### src/hdl/amg_mac.sv
// ---------------------------------------------------------------------------
// Iterative 64-bit multiplier
// Forms the low 64 bits of a product with one shared 32 x 32 multiplier
// over three partial products.
// ---------------------------------------------------------------------------
module amg_mac (
	input  logic        clk,
	input  logic        arst_n,
	input  logic        start,
	input  logic [63:0] op_a,
	input  logic [63:0] op_b,
	output logic        done,
	output logic [63:0] prod
);

	logic [63:0] a_q;
	logic [63:0] b_q;
	logic [63:0] mul_q;
	logic [63:0] res_q;
	logic [1:0]  step_q;
	logic        busy_q;
	logic        done_q;
	logic [31:0] mx;
	logic [31:0] my;

	always_comb begin
		case (step_q)
			2'd0: begin
				mx = a_q[31:0];
				my = b_q[31:0];
			end
			2'd1: begin
				mx = a_q[63:32];
				my = b_q[31:0];
			end
			default: begin
				mx = a_q[31:0];
				my = b_q[63:32];
			end
		endcase
	end

	always_ff @(posedge clk or negedge arst_n) begin
		if (!arst_n) begin
			busy_q <= 1'b0;
			done_q <= 1'b0;
			step_q <= 2'd0;
		end else begin
			done_q <= 1'b0;
			if (start) begin
				busy_q <= 1'b1;
				step_q <= 2'd0;
			end else if (busy_q) begin
				step_q <= step_q + 2'd1;
				if (step_q == 2'd3) begin
					busy_q <= 1'b0;
					done_q <= 1'b1;
				end
			end
		end
	end

	always_ff @(posedge clk) begin
		if (start) begin
			a_q <= op_a;
			b_q <= op_b;
		end else if (busy_q) begin
			mul_q <= mx * my;
			case (step_q)
				2'd1:    res_q <= mul_q;
				2'd2:    res_q[63:32] <= res_q[63:32] + mul_q[31:0];
				2'd3:    res_q[63:32] <= res_q[63:32] + mul_q[31:0];
				default: res_q <= res_q;
			endcase
		end
	end

	assign done = done_q;
	assign prod = res_q;

endmodule

### config.mk
export PLATFORM = sky130hd
export DESIGN_NAME = amg_mac
export DESIGN_NICKNAME = d
export VERILOG_FILES = /design/src/hdl/amg_mac.sv
export SDC_FILE = /design/constraint.sdc
export NUM_CORES = 2
export LEC_CHECK = 0
export BUFFER_PORTS_ARGS = -buffer_cell sky130_fd_sc_hd__buf_2
export CAP_MARGIN = 30
export CORE_MARGIN = 2
export CORE_UTILIZATION = 40
export CTS_BUF_LIST = sky130_fd_sc_hd__clkbuf_8
export CTS_CLUSTER_SIZE = 10
export DETAILED_ROUTE_END_ITERATION = 6
export GPL_TIMING_DRIVEN = 0
export SETUP_SLACK_MARGIN = 0.02
export SYNTH_ARGS = -nofsm -noshare
export SYNTH_HDL_FRONTEND = slang
export SYNTH_SLANG_ARGS = --single-unit
### constraint.sdc
create_clock -name clk -period 20.2 [get_ports clk]
set_input_delay 4.04 -clock clk [delete_from_list [all_inputs] [get_ports clk]]
set_output_delay 4.04 -clock clk [all_outputs]
set_load 0.02 [all_outputs]
==> results.txt <==
----------------------------------------------------
[Run status]
  Status ... finished clean

[Place]
  Pre-CTS worst setup slack ... 7.851 ns
  Placed wire-length estimate ... 136.4 mm
  Final weighted congestion of routability-driven global placement ... 1.043
  Number of port buffers ... 195

[Clock tree]
  CTS Buf Count ... 47
  Clock tree from TritonCTS ... done
  CTS H-tree lvls ... 2
  Post-CTS setup repair buffer count ... 0
  Clock insertion delay at the later pin of the skew report ... 0.68 ns
  Post-cts sizing count ... 0
  Clock Sinks ... 260
  Clock tree root driver cell ... clkbuf_8
  Clock transition time at the flip-flop clock pins of the worst setup and hold paths ... 0.06 ns
  Number of buffers added to fix hold violations after cts ... 0
  Clock buffer depth ... 3

[Flow run]
  Max-cap check violation count ... 0

[Critical path]
  Data arrival at the endpoint of the critical path ... 12.89 ns
  Startpoint types ... flip-flop
  Type of the worst setup path ... reg -> reg
  Critical path endpoint category ... flip-flop
  Cell seen most often among critical-path stages ... fa_1
  Crit Path Max Fanout ... 10
  Critical Path RT ... 20.60 ns
  Slowest library cell on the worst path ... mux2i_1
  Delay of the slowest cell on the worst path ... 0.88 ns
  R2R Setup Slk ... 7.72 ns

[Global route]
  GR Util All Layers ... 29.04%
  Global-route wire length before repair ... 228.8 mm
  Largest net degree at the start of global routing ... 80
  Total overflow reported by the global router ... 0
  Via count of the first global-routing pass ... 33740
  Initial antenna violation count ... 7

[Die]
  Number of cell rows ... 120
  Height of the die ... 331.7 um
  Die outline area ... 0.1100 mm2
  Area of the placeable core ... 0.1068 mm2
  I/O pin total ... 196
  Initial Util ... 40.24%
  Die Wd ... 331.7 um

[Synthesis]
  EDFF count, synth ... 256
  Number of nets produced by synthesis ... 5689
  Synthesized area divided by synthesized cell count ... 9.849 um2
  Yosys reg bits ... 260
  Sequential element share of the synthesized area ... 18.13%
  Unique masters post-synth ... 68
  Most frequently used flop master after synthesis ... edfxtp_1
  Fraction of registers with async set/reset ... 1.538%
  Yosys synthesis warning count ... 0
  Cells after Synth ... 4362
  Post-synthesis cell area ... 0.04296 mm2

[Routing]
  Vias ... 33070
  Drt initial violations ... 2954
  Mean number of vias per cell ... 5.398
  Total length of routed wires ... 159.0 mm
  Residual DRC ... 0
  Initial DRT Pass Iterations ... 6
  Final ANT Viol Nets ... 0
  Average routed wire per standard cell ... 25.94 um

[Timing]
  Setup repair after global routing missed its margin ... false
  Slew at the pin closest to its max-slew limit ... 1.116 ns
  Final WS setup ... 7.718 ns
  Post-Route Skew ... 0.04463 ns
  Accumulated negative setup slack ... 0 ns
  Rel. slew slack ... 25.59%
  Fin. Hold Viols ... 0
  Slew Limit Fails ... 0
  Number of setup violations in the final report ... 0
  Maximum operating frequency ... 80.11 MHz
  Post-route worst hold slack ... 0.4693 ns
  Final Cycle Share ... 61.79%
  Crit path time final ... 12.48 ns

[Finish]
  Number of filler cells placed in the layout ... 10310
  Final Net Count ... 6012
  Fraction of layout instances using a drive strength above 1 ... 9.447%
  Layout-stage area growth over the synthesis result ... 11.20%

[Hold path]
  Classification of the worst-slack hold path ... reg -> reg

----------------------------------------------------
-- worst max-delay path, delay by kind of cell, from the launching register on --
kind	cells	cell delay (ns)
adder cells (fa/ha/maj)	10	4.93
flip-flops	1	0.39
AO/OA/AOI/OAI	5	1.28
AND/OR/NAND/NOR	5	1.54
buffers and inverters	8	2.75
XOR/XNOR	1	0.42
multiplexers	1	0.88
-- through the flow --
step	utilization, %	area [um2]	std cells
floorplan	-	42960	4362
global placement	42.80	45690	5960
detailed placement	43.84	46800	6035
CTS	44.70	47720	6120
global route	44.75	47770	6125
finish	44.75	47770	6127
-- layout by cell type, fill, tap and decap left out, types with 6 or more instances in the layout --
master    count
buf_2       199
xnor2_1      52
clkinv_1      6
buf_6        19
mux2i_2      22
clkbuf_8     49
fa_1        897
nand2b_1      8
ha_1        299
nand4_1      19
nand2_1     526
a31oi_1       7
a21o_1       57
nor2_1      632
buf_4        18
o31ai_1       7
a211oi_1     10
mux2_2       64
nor3_1        8
a21oi_1     116
o21ai_0      56
xor2_1       35
buf_8        39
and3_1       15
inv_1       911
clkbuf_1    173
o21bai_1     16
and2_1       13
edfxtp_1    256
nand3_1      14
mux2i_1      40
nor2b_1      12
-- final cells by class --
| type | count | area, um2 | share of cell area (%) |
|---|---|---|---|
| Sequential cell | 260 | 7787 | 16.30 |
| Clock buffer | 49 | 674.4 | 1.412 |
| Timing Repair Buffer | 274 | 2008 | 4.204 |
| Inverter | 892 | 3348 | 7.009 |
| Antenna cell | 3 | 7.507 | 0.01571 |
| Multi-Input combinational cell | 3025 | 31250 | 65.41 |
| Buffer | 185 | 703.2 | 1.472 |
| Clock inverter | 36 | 240.2 | 0.5029 |
| Tap cell | 1403 | 1755 | 3.675 |
-- routing by layer --
| metal | track usage, % | wire length [um] | up-vias |
|---|---|---|---|
| met3 | 7.094 | 16350 | 425 |
| met2 | 44.33 | 70940 | 1785 |
| met4 | 18.08 | 11760 | 4 |
| met1 | 37.26 | 59870 | 16880 |
| li1 | - | - | 13980 |
| met5 | 0 | 36 | - |
-- kinds of logic (layout without fill, tap and decap cells) --
family,after synthesis,after routing,synth area share (%)
simple gates,1277,1277,11.86
fa+ha+maj,1196,1196,50.51
buf+inv,1077,1436,9.428
compound gates,337,337,5.135
flops,260,260,18.13
mux,128,128,3.169
xor+xnor,87,87,1.774
other cells,0,3,0
-- cells in the mapped netlist, types with 6 or more instances --
cell,instances,area share (%)
fa_1,897,42
inv_1,892,7.8
nor2_1,633,5.5
nand2_1,526,4.6
ha_1,299,8.7
edfxtp_1,256,18
clkbuf_1,173,1.5
a21oi_1,116,1.4
mux2_2,64,1.7
mux2i_1,64,1.5
a21o_1,57,1.0
o21ai_0,56,0.65
xnor2_1,52,1.1
xor2_1,35,0.71
nand4_1,19,0.28
o21bai_1,16,0.28
and3_1,15,0.22
and2_1,14,0.20
nand3_1,14,0.16
nor2b_1,14,0.20
a211oi_1,10,0.17
nand2b_1,8,0.12
nor3_1,8,0.093
a31oi_1,7,0.10
o31ai_1,7,0.12
buf_1,6,0.052
-- final timing paths --
check | to | startpoint | cells past startpoint
max | mul_q[60]$_DFFE_PP_ | step_q[1]$_DFFE_PN0P_ | 30
min | prod[13]$_DFFE_PP_ | mul_q[13]$_DFFE_PP_ | 0
max reg2reg | mul_q[60]$_DFFE_PP_ | step_q[1]$_DFFE_PN0P_ | 30
min reg2reg | prod[13]$_DFFE_PP_ | mul_q[13]$_DFFE_PP_ | 0
max in group asynchronous | busy_q$_DFF_PN0_ | arst_n | 1
min in group asynchronous | done$_DFF_PN0_ | arst_n | 1
-- registers in the layout, indices dropped and copies added (netlist names) --
name / flops
mul_q: 64
prod: 64
b_q: 64
a_q: 64
done: 1
busy_q: 1
step_q: 2
Power is not shown: default switching activity piles up to over one toggle a cycle in this logic, so the estimate is an artifact.
